### src/hdl/qstm_pkg.sv
// ----------------------------------------------------------------------------
// qstm_pkg: shared types and constants
// Widths and constants for the quaternion, scale and translate matrix block.
// ----------------------------------------------------------------------------
package qstm_pkg;
	localparam int W = 32;
	localparam int QBITS = 29;
	localparam logic signed [31:0] ONE_Q16 = 32'sd65536;
	localparam logic signed [31:0] SAT_MAX = 32'sh7fffffff;
	localparam logic signed [31:0] SAT_MIN = 32'sh80000000;
	localparam int NUMW = 61;
	localparam int DENW = 61;
	localparam int NQ = 18;

	typedef logic signed [31:0] q16_t;
	typedef logic signed [NUMW-1:0] num_t;
	typedef logic [DENW-1:0] den_t;
	typedef logic signed [17:0] rot_t;

	typedef struct packed {
		q16_t px;
		q16_t py;
		q16_t pz;
		q16_t sx;
		q16_t sy;
		q16_t sz;
	} side_t;
endpackage

### src/hdl/qstm_div.sv
// ----------------------------------------------------------------------------
// qstm_div: pipelined restoring divider
// Computes round(|num|*65536/den) with the sign of num, one quotient bit per
// pipeline stage, stalls with the rest of the pipe.
// ----------------------------------------------------------------------------
module qstm_div (
	input  logic                 clk,
	input  logic                 en,
	input  qstm_pkg::num_t       num,
	input  qstm_pkg::den_t       den,
	output qstm_pkg::rot_t       quo
);
	localparam int NQ = qstm_pkg::NQ;
	localparam int DW = qstm_pkg::DENW;

	logic [DW:0]   rem_s [0:NQ];
	logic [DW-1:0] den_s [0:NQ];
	logic [NQ-1:0] q_s   [0:NQ];
	logic          neg_s [0:NQ];

	logic [DW-1:0] mag;
	logic [NQ:0]   qr;

	assign mag = num[DW-1] ? DW'(-num) : DW'(num);

	always_ff @(posedge clk) begin
		if (en) begin
			rem_s[0] <= {1'b0, mag};
			den_s[0] <= den;
			q_s[0]   <= '0;
			neg_s[0] <= num[DW-1];
		end
	end

	for (genvar i = 0; i < NQ; i++) begin : g_st
		logic [DW:0] r;
		logic [DW:0] t;
		always_comb begin
			r = (i == 0) ? rem_s[i] : {rem_s[i][DW-1:0], 1'b0};
			t = r - {1'b0, den_s[i]};
		end
		always_ff @(posedge clk) begin
			if (en) begin
				rem_s[i+1] <= t[DW] ? r : t;
				q_s[i+1]   <= {q_s[i][NQ-2:0], ~t[DW]};
				den_s[i+1] <= den_s[i];
				neg_s[i+1] <= neg_s[i];
			end
		end
	end

	// The rounded quotient is at most 65536, so 17 magnitude bits suffice.
	assign qr = ({1'b0, q_s[NQ]} + (NQ+1)'(1)) >> 1;
	assign quo = neg_s[NQ] ? -$signed({1'b0, qr[NQ-2:0]}) : $signed({1'b0, qr[NQ-2:0]});
endmodule

### config.mk
export PLATFORM = sky130hd
export DESIGN_NAME = qstm_div
export DESIGN_NICKNAME = d
export VERILOG_FILES = /design/src/hdl/qstm_pkg.sv /design/src/hdl/qstm_div.sv
export SDC_FILE = /design/constraint.sdc
export NUM_CORES = 2
export LEC_CHECK = 0
export ABC_AREA = 0
export BUFFER_PORTS_ARGS = -buffer_cell sky130_fd_sc_hd__buf_2
export CAP_MARGIN = 20
export CORE_MARGIN = 4
export CORE_UTILIZATION = 45
export CTS_CLUSTER_DIAMETER = 60
export CTS_CLUSTER_SIZE = 28
export DETAILED_ROUTE_END_ITERATION = 16
export HOLD_SLACK_MARGIN = 0.02
export SETUP_SLACK_MARGIN = 0.05
export SYNTH_ARGS = -nofsm -noshare
export SYNTH_HDL_FRONTEND = slang
export SYNTH_SLANG_ARGS = --single-unit
### constraint.sdc
create_clock -name clk -period 5.8 [get_ports clk]
set_clock_uncertainty 0.1 [all_clocks]
set_input_delay 0 -clock clk [delete_from_list [all_inputs] [get_ports clk]]
set_output_delay 0 -clock clk [all_outputs]
set_load 0.05 [all_outputs]
# [Word level (Yosys, flattened, before mapping)]
# Memory sizes are Yosys's and may differ from the RTL's.
# Cells that the tools add are included.
[totals] ff_bits=0 ram_bits=2698 output_inout_bits=18 elab_cells=65 mem_count=4
[op_classes] addsub=21 muxes=22 n_bitwise=18
[memory_table] name="rem_s" depth=19 width=62 read_ports=18 rd_clocked_by_memory_dff=0 wr=19 line_no="qstm_div.sv:16" source="logic [DW:0] rem_s [0:NQ];"
[memory_table] name="den_s" depth=19 width=61 read_ports=18 rd_clocked_by_memory_dff=0 wr=19 line_no="qstm_div.sv:17" source="logic [DW-1:0] den_s [0:NQ];"
[memory_table] name="q_s" depth=19 width=18 read_ports=19 rd_clocked_by_memory_dff=0 wr=19 line_no="qstm_div.sv:18" source="logic [NQ-1:0] q_s [0:NQ];"
[memory_table] name="neg_s" depth=19 width=1 read_ports=19 rd_clocked_by_memory_dff=0 wr=19 line_no="qstm_div.sv:19" source="logic neg_s [0:NQ];"
[ops] operator="$mux 62" n=18
[ops] operator="$sub 62x61->62" n=18
[ops] operator="$mux 61" n=1
[ops] operator="$neg 61->61" n=1
[ops] operator="$add 18x1->18 const B" n=1
[ops] operator="$mux 18" n=1
[ops] operator="$neg 17->18" n=1
[ops] operator="$not 1->1" n=18
[ops] operator="$mux 1" n=2

# [Longest topological paths before layout]
# An unclocked memory read counts as a cell.
[depth] word_depth=4 mapped_depth=19 ltp_nobuf=16

# [Worst setup path after synthesis]
# Ideal clock, no wire load.
[synth_path] kind="flip-flop to flip-flop" from="memory rem_s[5][0] (netlist bit)" to="memory rem_s[6][1] (netlist bit), data pin" setup_time_ns=0.260 arrival_ns=4.134 t_required_ns=5.440 path_slack_ns=1.306 stages_incl_launch_ff=15 period_less_slack_ns=4.494 cell_sequence="edfxtp_1 > ha_1 > nor2b_1 > o31a_1 > o21ba_2 > nor3b_1 > o31ai_1 > a21o_1 > o21a_1 > o31ai_1 > o31ai_1 > a221oi_1 > xor2_1 > clkbuf_1 > mux2_2"
[synth_lines] item="start: declaration" line_no="qstm_div.sv:16"

==> flow_summary.ini <==
[synthesis]
ys_types = 85
synth_edf_count = 2386
synth_seq_area_share_pct = 49.1
ys_warn_count = 0
synthCells = 13900
avgSynthCellArea_um2 = 10.5
syn_area_um2 = 146000
syn_nets = 15100
synth_ff_type = edfxtp_1
ys_ff_latch = 2386
ys_async_sr_fraction_pct = 0

[route]
drc = 0
drtIter0Drc = 5536
routedWlPerCell_um = 16.4
vias = 99900
postRouteAntennaNets = 0
dr.pass1.iters = 5
vias_per_cell = 5.33
wl_mm = 308

[grt]
gr-total-overflow = 0
antenna_found_initial = 2
met1_usage_pct = 21.5
use_met2_pct = 33.1
track_usage_pct = 18.1
top_usage_layer = met2
grt_max_degree = 141
met3_usage_pct = 1.73
grt_pass1_vias = 101000
grt_pass1_wl_mm = 504

[timing]
fin_crit_sh_pct = 93.8
tightest_slew_ns = 1.07
hold_ws_ns = 0.105
period_minus_slack_ns = 5.44
rsz0062_at_grt = no
fmax_mhz = 184
final-max-slew-violation-count = 0
slew_headroom_pct = 28.7
hold_violations = 0
finalSetupTns_ns = 0
setup_viol = 0

[floorplanning]
core.rowCount = 208
top_level_ports = 142
fp.dieH_um = 578
start_util_pct = 45.3
die_w_um = 578
core_area_um2 = 322000
die_area_um2 = 334000

[final_layout]
drive_above_1_share_pct = 8.95
areaGrowthSynthToFinish_pct = 11.7
fillers = 29000
nNetsFinal = 15500
finalInstanceArea_um2 = 163000
final_util_pct = 50.6

[cts]
insertion_delay_ns = 0.92
cts_max_level = 4
cts_hold_buf = 305
cts_tree = yes
cts_buffer_depth = 4
numCtsBuffers = 219
root_buffer = clkbuf_16
cts_resized = 0
clock-sinks = 2386
clk_transition_reported_paths_ns = 0.06
post-cts-setup-buffers = 0

[setup_path]
startpoint_type = primary input
end_kind = flop
critical_path_class = in2reg
worstPathArrival_ns = 5.98
reg2reg_depth = 15
worst_ep_required_time_ns = 6.34
cp_max_fo = 6

[placed_design]
placed_area_um2 = 152000
hpwl_mm = 236
gp_congestion = 0.900
io_buffers = 141

[pwr]
total_power_mw = 93.7
p_per_area_nw_per_um2 = 575
ir_drop_v = 0.000845
power_leakage_nw = 67.3

[status]
outcome = completed

[worst_hold_path]
min_path_type = in2reg
min_delay_path_depth = 2

[job]
drv_cap = 0
metrics by stage:
stage	worst slack (ns)	std cells
final	0.360	18800
after CTS	0.414	18800
after detailed placement	0.467	18000
after global placement	0.526	18000
after floorplan	1.31	13900
after global routing	0.235	18800
report_power, final:
part,switching (mW),internal (mW),total [mW]
registers,2.71,26.6,29.4
logic,27.3,22.0,49.3
clock network,7.04,8.01,15.1
area by class of cell:
cell class              count  area (um^2)  area share [%]
multi-input cells        9658        67700            41.5
inverters                1346         5050            3.10
flip-flops and latches   2386        71600            43.9
well taps                4305         5390            3.30
clock buffers             230         5540            3.40
diodes                      1         2.50         0.00153
repair buffers            656         5800            3.56
clock inverters           176         1970            1.21
cells in the mapped netlist (all sizes together) (25+ instances only):
master,number,share of area [%]
a211oi,64,0.33
a21boi,41,0.21
a21o,663,3.4
a21oi,1227,4.2
a221o,25,0.17
a221oi,36,0.22
a31o,29,0.17
a31oi,119,0.51
a41oi,46,0.28
and2,62,0.27
and3,92,0.39
buf,33,0.10
clkbuf,465,1.2
edfxtp,2386,49
ha,1084,9.3
inv,1346,3.5
mux2,473,3.6
nand2,1221,3.1
nand2b,131,0.57
nand3,191,0.65
nand4,247,1.1
nor2,594,1.5
nor2b,147,0.63
nor3,121,0.41
o211ai,54,0.28
o21a,106,0.54
o21ai,1114,3.8
o21bai,188,0.97
o31ai,101,0.53
o41ai,39,0.25
or3,48,0.22
xnor2,623,3.7
xor2,441,2.6
cells by family after synthesis:
logic type / synth area share (%)
multiplexers: 3.74
XOR/XNOR: 6.39
adder cells (fa/ha/maj): 9.52
flip-flops: 49.1
AND/OR/NAND/NOR: 9.50
buffers and inverters: 4.76
AO/OA/AOI/OAI: 17.0
placed cells by master (no fill, tap or decap), types with 191 or more instances in the layout:
| cell type | Yosys | layout |
|---|---|---|
| a21o_1 | 663 | 663 |
| a21oi_1 | 1227 | 1226 |
| clkbuf_16 | 0 | 220 |
| dlygate4sd3_1 | 0 | 305 |
| edfxtp_1 | 2386 | 2386 |
| ha_1 | 1084 | 1084 |
| inv_1 | 1346 | 1345 |
| mux2_2 | 472 | 472 |
| nand2_1 | 1221 | 1221 |
| nand3_1 | 191 | 191 |
| nand4_1 | 247 | 247 |
| nor2_1 | 594 | 594 |
| o21ai_0 | 1110 | 1110 |
| xnor2_1 | 622 | 617 |
| xor2_1 | 441 | 432 |
flip-flops by register name, summed over array words and instances (netlist names):
register / count
den_s: 1098
rem_s: 1098
neg_s: 19
q_s: 171
final timing paths:
path,slack (ns),startpoint,end
max,0.36,num[1],rem_s[0][48]
max reg2reg,0.39,rem_s[0][9],rem_s[1][47]
min reg2reg,0.30,neg_s[13],neg_s[14]
min,0.10,en,rem_s[0][58]
metal layers:
metal / vias up / part of all wire, %
li1: 51400 / -
met1: 46100 / 43
met2: 1648 / 50
met3: 745 / 2.7
met4: 0 / 4.8
met5: - / 0
critical path: stages:
cell and delay, ns:
dlygate4sd3_1 0.53, buf_2 0.14, dlygate4sd3_1 0.55, inv_1 0.07
ha_1 0.19, nand2_1 0.12, or4_1 0.49, or3_1 0.43
or3_1 0.42, or4_1 0.59, or4_1 0.51, or3_1 0.40
or4_1 0.55, o21ai_1 0.27, xnor2_1 0.13, dlygate4sd3_1 0.57
Note: power is estimated with default switching activity, not from simulation.
